<file path="config.mk">
export PLATFORM = sky130hd
export DESIGN_NAME = nmea_rmc_local_time_parser_core
export DESIGN_NICKNAME = d
export VERILOG_FILES = /design/src/rtl/core/nrlt_pkg.sv /design/src/rtl/core/nrlt_front.sv /design/src/rtl/core/nrlt_queue.sv /design/src/rtl/core/nrlt_back.sv /design/src/rtl/core/nmea_rmc_local_time_parser_core.sv
export SDC_FILE = /design/constraint.sdc
export NUM_CORES = 1
export LEC_CHECK = 0
export BUFFER_PORTS_ARGS = -buffer_cell sky130_fd_sc_hd__buf_4
export CORE_MARGIN = 10
export CORE_UTILIZATION = 35
export DETAILED_ROUTE_END_ITERATION = 7
export MAX_ROUTING_LAYER = met4
export PLACE_DENSITY = 0.59
export SYNTH_ARGS = -nofsm -noshare
export SYNTH_HDL_FRONTEND = slang
export SYNTH_SLANG_ARGS = --single-unit
</file>
<file path="constraint.sdc">
create_clock -name clk -period 8 [get_ports clk]
set_clock_uncertainty 0.1 [all_clocks]
set_input_delay 0.8 -clock clk [delete_from_list [all_inputs] [get_ports clk]]
set_output_delay 0.8 -clock clk [all_outputs]
set_load 0.01 [all_outputs]
</file>
<file path="src/rtl/core/nrlt_pkg.sv">
// Shared types and constants for the NMEA RMC local-time parser.
// Used by the front, queue, back and top-level modules; no dependencies.
package nrlt_pkg;

  localparam int MAX_FIELD_CHARS = 16;
  localparam int LEN_W = $clog2(MAX_FIELD_CHARS + 1);
  localparam int MIN_VALID_CHARS = 8;

  localparam int QUEUE_DEPTH = 2;
  localparam int QUEUE_AW = (QUEUE_DEPTH > 1) ? $clog2(QUEUE_DEPTH) : 1;
  localparam int QUEUE_CW = $clog2(QUEUE_DEPTH + 1);

  localparam logic [3:0] ZONE_RESET = 4'd4;
  localparam logic [7:0] HOURS_HALF_DAY = 8'd12;
  localparam logic [7:0] DIGIT_RADIX = 8'd10;

  localparam logic [7:0] CHAR_DOLLAR = 8'h24;
  localparam logic [7:0] CHAR_G = 8'h47;
  localparam logic [7:0] CHAR_P = 8'h50;
  localparam logic [7:0] CHAR_R = 8'h52;
  localparam logic [7:0] CHAR_M = 8'h4D;
  localparam logic [7:0] CHAR_C = 8'h43;
  localparam logic [7:0] CHAR_COMMA = 8'h2C;

  typedef struct packed {
    logic       time_valid;
    logic [3:0] nib0;
    logic [3:0] nib1;
    logic [3:0] nib2;
    logic [3:0] nib3;
  } cmd_t;

  typedef struct packed {
    logic push;
    logic full;
  } push_ctl_t;

  typedef struct packed {
    logic pop;
    logic not_empty;
  } pop_ctl_t;

endpackage

</file>
<file path="src/rtl/core/nrlt_front.sv">
// Front end: accepts received bytes, matches the sentence header and
// captures the time field, pushing one command per closing comma.
// Depends on nrlt_pkg.
module nrlt_front (
  input  logic                     clk,
  input  logic                     rst,
  input  logic                     in_valid,
  output logic                     in_stall,
  input  logic [7:0]               rx_byte,
  input  logic                     q_full,
  output logic                     q_push,
  output nrlt_pkg::cmd_t           q_cmd
);

  typedef enum logic [8:0] {
    HUNT       = 9'b000000001,
    HDR_G      = 9'b000000010,
    HDR_P      = 9'b000000100,
    HDR_R      = 9'b000001000,
    HDR_M      = 9'b000010000,
    HDR_C      = 9'b000100000,
    HDR_COMMA  = 9'b001000000,
    COLLECT    = 9'b010000000,
    SWALLOW    = 9'b100000000
  } phase_t;

  phase_t                     phase;
  phase_t                     phase_next;
  logic [nrlt_pkg::LEN_W-1:0] field_length;
  logic [nrlt_pkg::LEN_W-1:0] field_length_next;
  logic [3:0]                 nibbles [4];
  logic                       accept;
  logic                       is_comma;
  logic                       take_char;

  assign in_stall = q_full;
  assign accept = in_valid && !q_full;
  assign is_comma = (rx_byte == nrlt_pkg::CHAR_COMMA);
  assign take_char = (phase == COLLECT) && !is_comma &&
                     (field_length < nrlt_pkg::LEN_W'(nrlt_pkg::MAX_FIELD_CHARS));

  always_comb begin
    phase_next = phase;
    field_length_next = field_length;
    case (phase)
      HUNT: begin
        phase_next = (rx_byte == nrlt_pkg::CHAR_DOLLAR) ? HDR_G : HUNT;
      end
      HDR_G: begin
        phase_next = (rx_byte == nrlt_pkg::CHAR_G) ? HDR_P : HUNT;
      end
      HDR_P: begin
        phase_next = (rx_byte == nrlt_pkg::CHAR_P) ? HDR_R : HUNT;
      end
      HDR_R: begin
        phase_next = (rx_byte == nrlt_pkg::CHAR_R) ? HDR_M : HUNT;
      end
      HDR_M: begin
        phase_next = (rx_byte == nrlt_pkg::CHAR_M) ? HDR_C : HUNT;
      end
      HDR_C: begin
        phase_next = (rx_byte == nrlt_pkg::CHAR_C) ? HDR_COMMA : HUNT;
      end
      HDR_COMMA: begin
        field_length_next = '0;
        phase_next = is_comma ? COLLECT : HUNT;
      end
      COLLECT: begin
        if (is_comma) begin
          field_length_next = '0;
          phase_next = SWALLOW;
        end else if (take_char) begin
          field_length_next = field_length + 1'b1;
        end
      end
      SWALLOW: begin
        phase_next = HUNT;
      end
      default: begin
        phase_next = (rx_byte == nrlt_pkg::CHAR_DOLLAR) ? HDR_G : HUNT;
      end
    endcase
  end

  always_ff @(posedge clk) begin
    if (rst) begin
      phase <= HUNT;
      field_length <= '0;
    end else if (accept) begin
      phase <= phase_next;
      field_length <= field_length_next;
    end
  end

  always_ff @(posedge clk) begin
    if (accept && take_char && (field_length < nrlt_pkg::LEN_W'(4))) begin
      nibbles[field_length[1:0]] <= rx_byte[3:0];
    end
  end

  assign q_push = accept && (phase == COLLECT) && is_comma;

  always_comb begin
    q_cmd.time_valid = (field_length >= nrlt_pkg::LEN_W'(nrlt_pkg::MIN_VALID_CHARS));
    q_cmd.nib0 = nibbles[0];
    q_cmd.nib1 = nibbles[1];
    q_cmd.nib2 = nibbles[2];
    q_cmd.nib3 = nibbles[3];
  end

endmodule

</file>
<file path="src/rtl/core/nrlt_queue.sv">
// Short command queue between the front end and the result stage.
// Depends on nrlt_pkg.
module nrlt_queue (
  input  logic                clk,
  input  logic                rst,
  input  nrlt_pkg::push_ctl_t push_ctl_in,
  input  nrlt_pkg::cmd_t      push_cmd,
  output logic                full,
  input  logic                pop,
  output logic                not_empty,
  output nrlt_pkg::cmd_t      head
);

  nrlt_pkg::cmd_t                entries [nrlt_pkg::QUEUE_DEPTH];
  logic [nrlt_pkg::QUEUE_AW-1:0] wr_ptr;
  logic [nrlt_pkg::QUEUE_AW-1:0] rd_ptr;
  logic [nrlt_pkg::QUEUE_CW-1:0] count;
  logic                          do_push;
  logic                          do_pop;

  assign full = (count == nrlt_pkg::QUEUE_CW'(nrlt_pkg::QUEUE_DEPTH));
  assign not_empty = (count != '0);
  assign head = entries[rd_ptr];
  assign do_push = push_ctl_in.push && !push_ctl_in.full;
  assign do_pop = pop && not_empty;

  function automatic logic [nrlt_pkg::QUEUE_AW-1:0] bump(
    input logic [nrlt_pkg::QUEUE_AW-1:0] ptr
  );
    if (ptr == nrlt_pkg::QUEUE_AW'(nrlt_pkg::QUEUE_DEPTH - 1)) begin
      return '0;
    end
    return ptr + 1'b1;
  endfunction

  always_ff @(posedge clk) begin
    if (rst) begin
      wr_ptr <= '0;
      rd_ptr <= '0;
      count <= '0;
    end else begin
      if (do_push) begin
        wr_ptr <= bump(wr_ptr);
      end
      if (do_pop) begin
        rd_ptr <= bump(rd_ptr);
      end
      if (do_push && !do_pop) begin
        count <= count + 1'b1;
      end else if (do_pop && !do_push) begin
        count <= count - 1'b1;
      end
    end
  end

  always_ff @(posedge clk) begin
    if (do_push) begin
      entries[wr_ptr] <= push_cmd;
    end
  end

endmodule

</file>
<file path="src/rtl/core/nrlt_back.sv">
// Result stage: turns a queued time command into local twelve-hour digits
// and holds the result beat in an output register. Depends on nrlt_pkg.
module nrlt_back (
  input  logic                clk,
  input  logic                rst,
  input  logic                cfg_wr_en,
  input  logic [3:0]          cfg_wr_data,
  input  nrlt_pkg::cmd_t      cmd,
  output nrlt_pkg::pop_ctl_t  pop_ctl,
  input  logic                cmd_ready,
  output logic                out_valid,
  input  logic                out_stall,
  output logic                hour_tens,
  output logic [3:0]          hour_ones,
  output logic [3:0]          minute_tens,
  output logic [3:0]          minute_ones,
  output logic                time_valid
);

  logic [3:0] zone;
  logic [7:0] h0;
  logic [7:0] h1;
  logic [7:0] h2;
  logic [8:0] diff;
  logic [8:0] diff_less;
  logic       tens;
  logic       pop;

  always_ff @(posedge clk) begin
    if (rst) begin
      zone <= nrlt_pkg::ZONE_RESET;
    end else if (cfg_wr_en) begin
      zone <= cfg_wr_data;
    end
  end

  always_comb begin
    h0 = 8'(cmd.nib0) * nrlt_pkg::DIGIT_RADIX + 8'(cmd.nib1);
    h1 = (h0 > nrlt_pkg::HOURS_HALF_DAY) ? h0 - nrlt_pkg::HOURS_HALF_DAY : h0;
    h2 = (h1 <= 8'(zone)) ? h1 + nrlt_pkg::HOURS_HALF_DAY : h1;
    diff = {1'b0, h2} - 9'(zone);
    diff_less = diff - 9'(nrlt_pkg::DIGIT_RADIX);
    tens = diff[8] || (diff[7:0] > 8'd9);
  end

  assign pop = cmd_ready && (!out_valid || !out_stall);
  assign pop_ctl.pop = pop;
  assign pop_ctl.not_empty = cmd_ready;

  always_ff @(posedge clk) begin
    if (rst) begin
      out_valid <= 1'b0;
    end else begin
      out_valid <= pop || (out_valid && out_stall);
    end
  end

  always_ff @(posedge clk) begin
    if (pop) begin
      if (cmd.time_valid) begin
        hour_tens <= tens;
        hour_ones <= tens ? diff_less[3:0] : diff[3:0];
        minute_tens <= cmd.nib2;
        minute_ones <= cmd.nib3;
        time_valid <= 1'b1;
      end else begin
        hour_tens <= 1'b0;
        hour_ones <= '0;
        minute_tens <= '0;
        minute_ones <= '0;
        time_valid <= 1'b0;
      end
    end
  end

endmodule

</file>
<file path="src/rtl/core/nmea_rmc_local_time_parser_core.sv">
// NMEA RMC local-time parser, top level. Takes one byte beat per cycle while not stalled.
// Path: the command for a closing comma is written into the queue, then popped into the result output register.
// Throughput: one byte per cycle; the input stalls only while the two-entry queue is full.
// Reset (rst, synchronous, active high) returns to the header hunt, empties the queue,
// drops any pending result and sets the zone offset to four hours.
// Depends on nrlt_pkg, nrlt_front, nrlt_queue and nrlt_back.
module nmea_rmc_local_time_parser_core (
  input  logic       clk,
  input  logic       rst,
  input  logic       cfg_wr_en,
  input  logic [3:0] cfg_wr_data,
  input  logic       in_valid,
  output logic       in_stall,
  input  logic [7:0] rx_byte,
  output logic       out_valid,
  input  logic       out_stall,
  output logic       hour_tens,
  output logic [3:0] hour_ones,
  output logic [3:0] minute_tens,
  output logic [3:0] minute_ones,
  output logic       time_valid
);

  nrlt_pkg::cmd_t      push_cmd;
  nrlt_pkg::cmd_t      head;
  nrlt_pkg::push_ctl_t push_ctl;
  nrlt_pkg::pop_ctl_t  pop_ctl;
  logic                q_full;
  logic                q_push;
  logic                q_not_empty;

  assign push_ctl.push = q_push;
  assign push_ctl.full = q_full;

  nrlt_front u_front (
    .clk      (clk),
    .rst      (rst),
    .in_valid (in_valid),
    .in_stall (in_stall),
    .rx_byte  (rx_byte),
    .q_full   (q_full),
    .q_push   (q_push),
    .q_cmd    (push_cmd)
  );

  nrlt_queue u_queue (
    .clk         (clk),
    .rst         (rst),
    .push_ctl_in (push_ctl),
    .push_cmd    (push_cmd),
    .full        (q_full),
    .pop         (pop_ctl.pop),
    .not_empty   (q_not_empty),
    .head        (head)
  );

  nrlt_back u_back (
    .clk         (clk),
    .rst         (rst),
    .cfg_wr_en   (cfg_wr_en),
    .cfg_wr_data (cfg_wr_data),
    .cmd         (head),
    .pop_ctl     (pop_ctl),
    .cmd_ready   (q_not_empty),
    .out_valid   (out_valid),
    .out_stall   (out_stall),
    .hour_tens   (hour_tens),
    .hour_ones   (hour_ones),
    .minute_tens (minute_tens),
    .minute_ones (minute_ones),
    .time_valid  (time_valid)
  );

endmodule
</file>
* Yosys cells after proc, flatten, opt, wreduce, memory -nomap -nowiden
Memory sizes are Yosys's and may differ from the RTL's. A register that Yosys moved wholly into a read port is not among the register bits.
Index checks and enable logic that the tools add are counted.
** Operators by class
- Multipliers :: 1
- Mux-type cells :: 34
- $add $sub $neg :: 10
- Equality and inequality tests :: 18
- Order comparisons :: 6
- Reduce and logical (&&, ||, !) cells :: 27
** Operators with widths (count)
- $pmux 9 s8 :: 1
- $eq 8x7->1 const B :: 5
- $mux 8 :: 3
- $mux 1 :: 17
- $eq 8x6->1 const B :: 2
- $gt 8x4->1 const B :: 2
- $mux 5 :: 3
- $logic_and 1x1->1 :: 13
- $pmux 5 s2 :: 1
- $eq 9x2->1 const B :: 1
- $eq 9x3->1 const B :: 1
- $eq 9x4->1 const B :: 1
- $eq 9x5->1 const B :: 1
- $eq 9x6->1 const B :: 1
- $eq 9x7->1 const B :: 1
- $eq 9x8->1 const B :: 1
- $eq 9x9->1 const B :: 1
- $mux 9 :: 1
- $sub 8x4->9 :: 1
- $add 8x4->8 :: 1
- $add 8x4->8 const B :: 1
- $le 8x4->1 :: 1
- $mux 4 :: 2
- $sub 8x4->8 const B :: 1
- 21 further kinds :: 33
** Word-level totals
- RAM bits :: 50
- Memories kept :: 2
- Register bits after elaboration :: 37
- Word-level logic and storage cells :: 110
** Memories
- u_queue.entries :: depth 2, width 17, read ports 1, clocked after memory_dff 1, wr ports 1, line nrlt_queue.sv:14 : nrlt_pkg::cmd_t entries [nrlt_pkg::QUEUE_DEPTH];
- u_front.nibbles :: depth 4, width 4, read ports 4, clocked after memory_dff 0, wr ports 1, line nrlt_front.sv:31 : logic [3:0] nibbles [4];

* Longest topological paths before layout
Gate-level depths: netlist (run 1).
- Depth in word-level cells :: 10
- Gate-level depth with buffers :: 30
- Mapped depth without buffers :: 26

* Modules after synthesis
Synthesis (run 1) repeated with hierarchy kept, for this count alone.
** Second synthesis, totals
- Cells, all modules :: 428
- Area, all modules :: 4850.9 sq um
** Modules (own cells, without submodules)
- nrlt_back :: cells an instance 186, area each 1774.2 sq um, sequential area each 520.5 sq um, times used 1
- nrlt_front :: cells an instance 166, area each 1634.1 sq um, sequential area each 760.7 sq um, times used 1
- nrlt_queue :: cells an instance 76, area each 1442.6 sq um, sequential area each 1121.1 sq um, times used 1

* Worst setup path after synthesis (run 1)
No wires, ideal clock.
- Kind :: register -> register
- Start point :: reg with a tool-made name
- End point :: reg u_back.hour_ones[1], data pin
- Stages on the path, launching flop included :: 30
- Required time :: 7720 ps
- Clock period less this slack :: 6421 ps
- Setup slack :: 1579 ps
- Data arrival time :: 6141 ps
- Setup time :: 180 ps
- Cell sequence :: dfxtp_1 buf_6 buf_1 mux2i_1 inv_1 ha_1 ha_1 inv_1 fa_1 clkbuf_1 nor3b_1 mux2i_1 o32a_1 nand4bb_1 buf_2 xnor2_1 inv_1 ha_1 a21o_1 a21oi_1 a41oi_1 nor2_1 xnor2_1 ha_1 a21o_1 a21oi_1 nand4_1 or3_4 a21o_1 a221oi_1
** RTL lines
- end signal: assignment :: line nrlt_back.sv:62 : hour_ones <= tens ? diff_less[3:0] : diff[3:0];
- end: declaration :: line nrlt_back.sv:14 : output logic [3:0] hour_ones,

==> results_dict.tcl, run 1 <==
set metrics [dict create \
    postCtsSetupBuffers 0 \
    cp.depth 25 \
    cap_violations 0 \
    fillerInstances 1258 \
    drc 0 \
    synth_top_family_by_area "simple AND/OR/NAND/NOR gates" \
    clock_latency_ns 0.34 \
    ant_nets 0 \
    grt_pass1_wl_um 15400 \
    grt_pass1_vias 3237 \
    setup_viol 0 \
    pre_cts_slack_ns 1.07 \
    ys_async_sr_fraction 0 \
    hold_class "reg -> reg" \
    area_delta_synth_final_pct 15.5 \
    clk_pin_slew_ns 0.06 \
    synthesis.area_mm2 0.00457 \
    path_max_fanout 12 \
    leakage_nw 2.00 \
    worst_path_largest_cell_delay_ns 0.75 \
    worst_setup_path_start_kind "flip-flop" \
    drt_first_pass_iters 5 \
    final_nets 487 \
    synth-seq-cells 88 \
    ios 33 \
    die_height_um 134 \
    diodes 0 \
    row_count 41 \
    grt_max_degree 19 \
    path_common_cell "ha_1" \
    critPathCaptureType "flip-flop" \
    outcome "finished, final reports clean" \
    io_buffers 32 \
    syn-num-nets 456 \
    wire_per_inst_um 14.7 \
    period_share 0.867 \
    crit_slowest_cell "dfxtp_1" \
    synthAdderAreaFrac 0.0706 \
    peakVddDrop_mv 0.0881 \
    yosys.area_share.simple 0.166 \
    worstHoldPathCells 0 \
    clk_path_buf_depth 2 \
    final_common_cell "edfxtp_1" \
    final_area_mm2 0.00528 \
    slew_violations 0 \
    drt-total-wl_um 9180 \
    synth-edff-count 64 \
    maxSlewHeadroom 0.302 \
    yosysUniqueCellTypes 61 \
    start_util 0.359 \
    layout_setup_ws_ns 1.07 \
    cts.sinks 88 \
    layout_common_cells "64 x edfxtp_1, 48 x nor2_1, 35 x buf_4" \
    drt_iter0_drc 205 \
    synth_xor_area_frac 0.0345 \
    ys.flop_type "edfxtp_1" \
    cts_root_buf "clkbuf_16" \
    avgSynthCellArea_um2 11.0 \
    routed_via_density 5.11 \
    cts_tree "yes" \
    synth-seq-area-share 0.525 \
    cts_made_buffers 9 \
    ys_warn_count 0 \
    grt_overflow_total 0 \
    die-area_mm2 0.0180 \
    required_ns 8.05 \
    dp_hpwl_um 6890 \
    synth_compound_area_frac 0.102 \
    die_x_um 134 \
    design.core.area_mm2 0.0127 \
    r2r_cells 25 \
    via_count 3186 \
    placed_area_mm2 0.00499 \
    grt.total_usage 0.108 \
    htree_levels 3 \
    hold_buffers 0 \
    drive_gt1_frac 0.140 \
    synth_mux_area_frac 0.0662 \
    path_class "reg -> reg" \
    arrival_ns 6.98 \
    antenna_found_initial 0 \
    rsz0062_at_grt "no" \
    worstMarginPinSlew_ns 1.04 \
    finalSetupTns_ns 0 \
    hold_viol 0 \
    gp_congestion 0.826 \
    cp_num_buf_inv 3 \
    crit_family "adder cells" \
    p_per_area_mw_per_mm2 174 \
    clock.fmax_mhz 144 \
    finalCriticalPeriod_ns 6.93 \
    cts_resized 0 \
    syn_inst 415 \
]
## sequential cells by signal, indices dropped and copies added (netlist names), named ones only
register and count:
u_back.minute_tens 4, u_front.phase 9, u_back.hour_tens 1, u_front.nibbles 16, u_queue.rd_ptr 1, u_back.time_valid 1
u_queue.count 2, u_queue.wr_ptr 1, u_back.zone 4, u_front.field_length 5, u_queue.entries 34, u_back.minute_ones 4
u_back.out_valid 1, u_back.hour_ones 4
## per-layer routing
metal | share of wire | track usage | vias to the layer above
met4 | 0.011 | 0.0326 | 0
met1 | 0.45 | 0.122 | 1537
met3 | 0.039 | 0.0306 | 9
li1 | - | - | 1573
met2 | 0.50 | 0.181 | 67
met5 | 0 | - | -
## layout make-up
| cell class | instances | area (µm²) | share of cell area |
|---|---|---|---|
| sequential | 88 | 2400 | 0.455 |
| tap | 172 | 215 | 0.0407 |
| multi-input combinational | 286 | 2010 | 0.381 |
| inverter | 26 | 97.6 | 0.0185 |
| timing repair buffer | 35 | 263 | 0.0497 |
| clock buffer | 11 | 253 | 0.0478 |
| clock inverter | 5 | 38.8 | 0.00734 |
## power by group
group / switching (mW) / internal, mW / total, mW
logic: 0.0213 / 0.0151 / 0.0365
clock network: 0.171 / 0.229 / 0.399
registers: 0.000732 / 0.485 / 0.486
total: 0.193 / 0.729 / 0.922
## cell families after synthesis
logic type,Yosys count
AOI/OAI and AO/OA,72
xor gates and xnor gates,18
adders and majority gates,24
buffers and inverters,41
DFF,88
muxes,28
and+or+nand+nor,144
## worst paths after layout
path / from / endpoint / slack (ns)
setup / recovery: flip-flop / u_back.hour_ones[1]$_SDFFCE_PN0P_ / 1.07
hold / removal: u_front.nibbles[1][2]$_DFFE_PP_ / u_queue.entries[0][10]$_DFFE_PP_ / 0.35
setup reg to reg: flip-flop / u_back.hour_ones[1]$_SDFFCE_PN0P_ / 1.07
hold reg to reg: u_front.nibbles[1][2]$_DFFE_PP_ / u_queue.entries[0][10]$_DFFE_PP_ / 0.35
## per-stage QoR
stage	utilization	hold WS (ns)	power, mW	cells
floorplan	-	0.321	0.518	415
global placement	0.392	0.325	0.532	607
detailed placement	0.392	0.334	0.533	607
CTS	0.415	0.350	0.935	623
global route	0.415	0.356	0.961	623
finish	0.415	0.346	0.922	623
## cell usage after synthesis (4+ instances only)
master | count | area share
o21ai_0 | 12 | 0.013
xnor2_1 | 9 | 0.017
dfxtp_1 | 24 | 0.11
nand2_1 | 18 | 0.015
a21oi_1 | 25 | 0.027
nor2b_1 | 7 | 0.0096
and3_1 | 4 | 0.0055
nand2b_1 | 7 | 0.0096
edfxtp_1 | 64 | 0.42
clkbuf_1 | 12 | 0.0098
nand4b_1 | 4 | 0.0077
or3_1 | 5 | 0.0068
mux2i_1 | 22 | 0.048
xor2_1 | 9 | 0.017
nand3_1 | 10 | 0.011
nand4_1 | 5 | 0.0068
mux2_2 | 4 | 0.0098
nor3b_1 | 6 | 0.0098
and2_1 | 5 | 0.0068
nor3_1 | 10 | 0.011
a21o_1 | 10 | 0.016
ha_1 | 21 | 0.057
inv_1 | 26 | 0.021
nor2_1 | 48 | 0.039
(Power assumes the default switching activity.)
==> run 2, diff against run 1 <==
--- a/config.mk
+++ b/config.mk
@@ -6,11 +6,13 @@
 export NUM_CORES = 1
 export LEC_CHECK = 0
 export BUFFER_PORTS_ARGS = -buffer_cell sky130_fd_sc_hd__buf_4
+export CELL_PAD_IN_SITES_DETAIL_PLACEMENT = 0
+export CELL_PAD_IN_SITES_GLOBAL_PLACEMENT = 1
 export CORE_MARGIN = 10
-export CORE_UTILIZATION = 35
+export CORE_UTILIZATION = 48
 export DETAILED_ROUTE_END_ITERATION = 7
 export MAX_ROUTING_LAYER = met4
-export PLACE_DENSITY = 0.59
+export PLACE_DENSITY = 0.87
 export SYNTH_ARGS = -nofsm -noshare
 export SYNTH_HDL_FRONTEND = slang
 export SYNTH_SLANG_ARGS = --single-unit
==> run 2 against run 1 <==
Cell area decreased by 2.6%. Total power decreased by 8.6%. Combinational power about the same. Global-route usage increased by 2.4 points. Sequential power about the same. Critical path type unchanged. Largest cell class unchanged. Largest power group unchanged.
==> results_dict.tcl, run 2 (synthesized netlist as in run 1, its figures left out) <==
set metrics [dict create \
    outcome "finished, final reports clean" \
    setup_viol 0 \
    io_buffers 32 \
    die_height_um 118 \
    clk_path_buf_depth 2 \
    routed_via_density 5.36 \
    via_count 3107 \
    die-area_mm2 0.0138 \
    final_nets 487 \
    grt.total_usage 0.132 \
    crit_family "compound AO/OA/AOI/OAI gates" \
    diodes 0 \
    clock_latency_ns 0.35 \
    drt_first_pass_iters 4 \
    cts_resized 0 \
    postLayoutCoreUtil 0.557 \
    antenna_found_initial 0 \
    finalCriticalPeriod_ns 6.96 \
    cap_violations 0 \
    hold_viol 0 \
    cts_made_buffers 9 \
    critPathCaptureType "flip-flop" \
    required_ns 8.07 \
    htree_levels 3 \
    die_x_um 118 \
    cts_tree "yes" \
    path_class "reg -> reg" \
    largest_reg_flops 34 \
    drt_iter0_drc 127 \
    gp_congestion 0.862 \
    path_max_fanout 12 \
    final_common_cell "edfxtp_1" \
    area_delta_synth_final_pct 12.6 \
    drc 0 \
    ios 33 \
    worstMarginPinSlew_ns 1.06 \
    grt_pass1_wl_um 14900 \
    maxSlewHeadroom 0.289 \
    hold_buffers 0 \
    wire_per_inst_um 15.0 \
    min_from "u_front.nibbles[3][0]$_DFFE_PP_" \
    worst_path_largest_cell_delay_ns 0.79 \
    cp_num_buf_inv 3 \
    cts.sinks 88 \
    largest_register "u_queue.entries" \
    clock.fmax_mhz 144 \
    fillerInstances 774 \
    postCtsSetupBuffers 0 \
    crit_slowest_cell "dfxtp_1" \
    grt_overflow_total 0 \
    hold_class "reg -> reg" \
    slew_violations 0 \
    design.core.area_mm2 0.00924 \
    drive_gt1_frac 0.140 \
    peakVddDrop_mv 0.102 \
    grt_max_degree 19 \
    grt_pass1_vias 3051 \
    p_per_area_mw_per_mm2 164 \
    period_share 0.870 \
    dp_hpwl_um 6320 \
    ant_nets 0 \
    power.total_mw 0.843 \
    leakage_nw 1.96 \
    clk_pin_slew_ns 0.10 \
    rsz0062_at_grt "no" \
    row_count 35 \
    start_util 0.495 \
    layout_common_cells "64 x edfxtp_1, 48 x nor2_1, 35 x buf_4" \
    arrival_ns 7.03 \
    cts_root_buf "clkbuf_8" \
    finalSetupTns_ns 0 \
    drt-total-wl_um 8700 \
    worst_setup_path_start_kind "flip-flop" \
    path_common_cell "ha_1" \
]
==> run 2: cell count changes in the layout (fill, tap and decap cells not counted) <==
cell,before,now
clkbuf_16,9,0
clkbuf_8,2,9
inv_8,0,2
bufinv_16,0,1
clkinv_2,1,0
clkinv_4,2,1
inv_6,1,2
==> run 2: through the flow <==
| step | cell area (µm²) | hold WS (ns) | cells | setup WS [ns] |
|---|---|---|---|---|
| after floorplan | 4570 | 0.321 | 415 | 1.58 |
| after global placement | 4940 | 0.323 | 564 | 1.31 |
| after detailed placement | 4940 | 0.331 | 564 | 1.12 |
| after CTS | 5150 | 0.348 | 580 | 1.04 |
| after global routing | 5150 | 0.377 | 580 | 0.504 |
| final | 5150 | 0.346 | 580 | 1.04 |
==> run 2: path summary, 6_finish.rpt <==
check,endpoint,depth (start not counted),slack [ns]
max,u_back.hour_ones[2]$_SDFFCE_PN0P_,25,1.04
min,u_queue.entries[0][0]$_DFFE_PP_,0,0.35
max reg2reg,u_back.hour_ones[2]$_SDFFCE_PN0P_,25,1.04
min reg2reg,u_queue.entries[0][0]$_DFFE_PP_,0,0.35
==> run 2: layout make-up <==
cell class | count | area, µm² | share of cell area
sequential | 88 | 2400 | 0.467
multi-input combinational | 286 | 2010 | 0.391
timing repair buffer | 35 | 263 | 0.0510
tap | 129 | 161 | 0.0313
clock buffer | 9 | 124 | 0.0241
inverter | 26 | 97.6 | 0.0190
clock inverter | 7 | 86.3 | 0.0168
==> run 2: report_power, final <==
group          switching [mW]  internal, mW  total [mW]  leakage [nW]
combinational          0.0214        0.0151      0.0365          1.05
clock                   0.169         0.151       0.321         0.104
sequential           0.000748         0.485       0.486         0.805
==> run 2: layer usage <==
layer	wire length (µm)	track usage	up-vias
met5	0	-	-
met4	86	0.0394	0
met2	4420	0.220	42
li1	-	-	1567
met1	4000	0.158	1488
met3	192	0.0249	10
==> run 3, diff against run 2 <==
--- a/config.mk
+++ b/config.mk
@@ -11,7 +11,7 @@
 export CORE_MARGIN = 10
 export CORE_UTILIZATION = 48
 export DETAILED_ROUTE_END_ITERATION = 7
-export MAX_ROUTING_LAYER = met4
+export HOLD_SLACK_MARGIN = 0.08
 export PLACE_DENSITY = 0.87
 export SYNTH_ARGS = -nofsm -noshare
 export SYNTH_HDL_FRONTEND = slang
==> run 3 against run 2 <==
Register-to-register slack about the same. Via count shrank 0.32%. Clock-buffer cell count did not move. Sequential cell count did not move. Core utilization unchanged. Cell area unchanged. Largest power group unchanged. Sequential share of layout area stayed put. Setup slack better by 0.0036 ns. Wire length barely moved. Sequential power barely moved.
==> results_dict.tcl, run 3 (synthesized netlist as in run 1, its figures left out) <==
set metrics [dict create \
    clk_pin_slew_ns 0.10 \
    p_per_area_mw_per_mm2 164 \
    finalSetupTns_ns 0 \
    cts_tree "yes" \
    cts.sinks 88 \
    required_ns 8.07 \
    worst_path_largest_cell_delay_ns 0.78 \
    grtUsageMet1 0.158 \
    finalCriticalPeriod_ns 6.96 \
    path_max_fanout 12 \
    die_height_um 118 \
    hold_buffers 0 \
    hold_class "reg -> reg" \
    via_count 3097 \
    dp_hpwl_um 6320 \
    crit_slowest_cell "dfxtp_1" \
    grt_pass1_vias 3047 \
    met2_usage 0.220 \
    die-area_mm2 0.0138 \
    htree_levels 3 \
    layout_common_cells "64 x edfxtp_1, 48 x nor2_1, 35 x buf_4" \
    clk_path_buf_depth 2 \
    largest_register "u_queue.entries" \
    maxSlewHeadroom 0.289 \
    path_common_cell "ha_1" \
    grt-busiest-layer "met2" \
    slew_violations 0 \
    routed_via_density 5.34 \
    rsz0062_at_grt "no" \
    cts_resized 0 \
    drive_gt1_frac 0.140 \
    clock.fmax_mhz 144 \
    drt_iter0_drc 129 \
    clock_latency_ns 0.35 \
    outcome "finished, final reports clean" \
    drc 0 \
    final_common_cell "edfxtp_1" \
    diodes 0 \
    use_met3 0.0249 \
    worstMarginPinSlew_ns 1.06 \
    cts_root_buf "clkbuf_8" \
    die_x_um 118 \
    setup_viol 0 \
    worst_setup_path_start_kind "flip-flop" \
    ant_nets 0 \
    path_class "reg -> reg" \
    grt_overflow_total 0 \
    arrival_ns 7.03 \
    drt_first_pass_iters 4 \
    hold_slack_ns 0.347 \
    cap_violations 0 \
    leakage_nw 1.96 \
    row_count 35 \
    wire_per_inst_um 15.0 \
    start_util 0.495 \
    cts_made_buffers 9 \
    postCtsSetupBuffers 0 \
    peakVddDrop_mv 0.102 \
    largest_reg_flops 34 \
    grt.total_usage 0.128 \
    hold_viol 0 \
    critPathCaptureType "flip-flop" \
    gp_congestion 0.849 \
    period_share 0.869 \
    grt_max_degree 19 \
    design.core.area_mm2 0.00924 \
    drt-total-wl_um 8700 \
    antenna_found_initial 0 \
    ios 33 \
    io_buffers 32 \
    final_nets 487 \
    area_delta_synth_final_pct 12.6 \
    grt_pass1_wl_um 14900 \
]
-- run 3: final timing paths --
kind | from | endpoint | slack [ns] | cells past startpoint
max | flip-flop | u_back.hour_ones[2]$_SDFFCE_PN0P_ | 1.04 | 25
min | u_front.nibbles[3][2]$_DFFE_PP_ | u_queue.entries[1][2]$_DFFE_PP_ | 0.35 | 0
max reg2reg | flip-flop | u_back.hour_ones[2]$_SDFFCE_PN0P_ | 1.04 | 25
min reg2reg | u_front.nibbles[3][2]$_DFFE_PP_ | u_queue.entries[1][2]$_DFFE_PP_ | 0.35 | 0
-- run 3: through the flow --
step	cell area [µm²]	power, mW	std cells	setup slack [ns]	utilization
6_report	5150	0.843	580	1.04	0.557
5_1_grt	5150	0.880	580	0.504	0.557
4_1_cts	5150	0.854	580	1.04	0.557
3_5_place_dp	4940	0.532	564	1.12	0.534
3_3_place_gp	4940	0.532	564	1.31	0.534
2_1_floorplan	4570	0.518	415	1.58	-
-- run 3: layer usage --
layer  routed length [µm]  up-vias
met5                    0        -
met2                 4400       33
met3                  169       10
met1                 4030     1488
li1                     -     1566
met4                  102        0
-- run 3: area by class of cell --
class	count	area (µm²)
clock buffers	9	124
clock inverters	7	86.3
fillers	774	4090
inverters	26	97.6
multi-input cells	286	2010
flip-flops and latches	88	2400
well taps	129	161
repair buffers	35	263
-- run 3: worst max-delay path: cells and delay by family, from the launching register on --
family | cells | cell delay (ns)
and+or+nand+nor | 5 | 1.23
AOI/OAI and AO/OA | 9 | 1.77
buffers and inverters | 3 | 0.26
adders and majority gates | 5 | 1.72
muxes | 1 | 0.41
DFF | 1 | 0.78
xor gates and xnor gates | 2 | 0.49
-- run 3: where the power goes --
group	internal [mW]	switching, mW
clock	0.151	0.169
combinational	0.0151	0.0214
sequential	0.485	0.000747
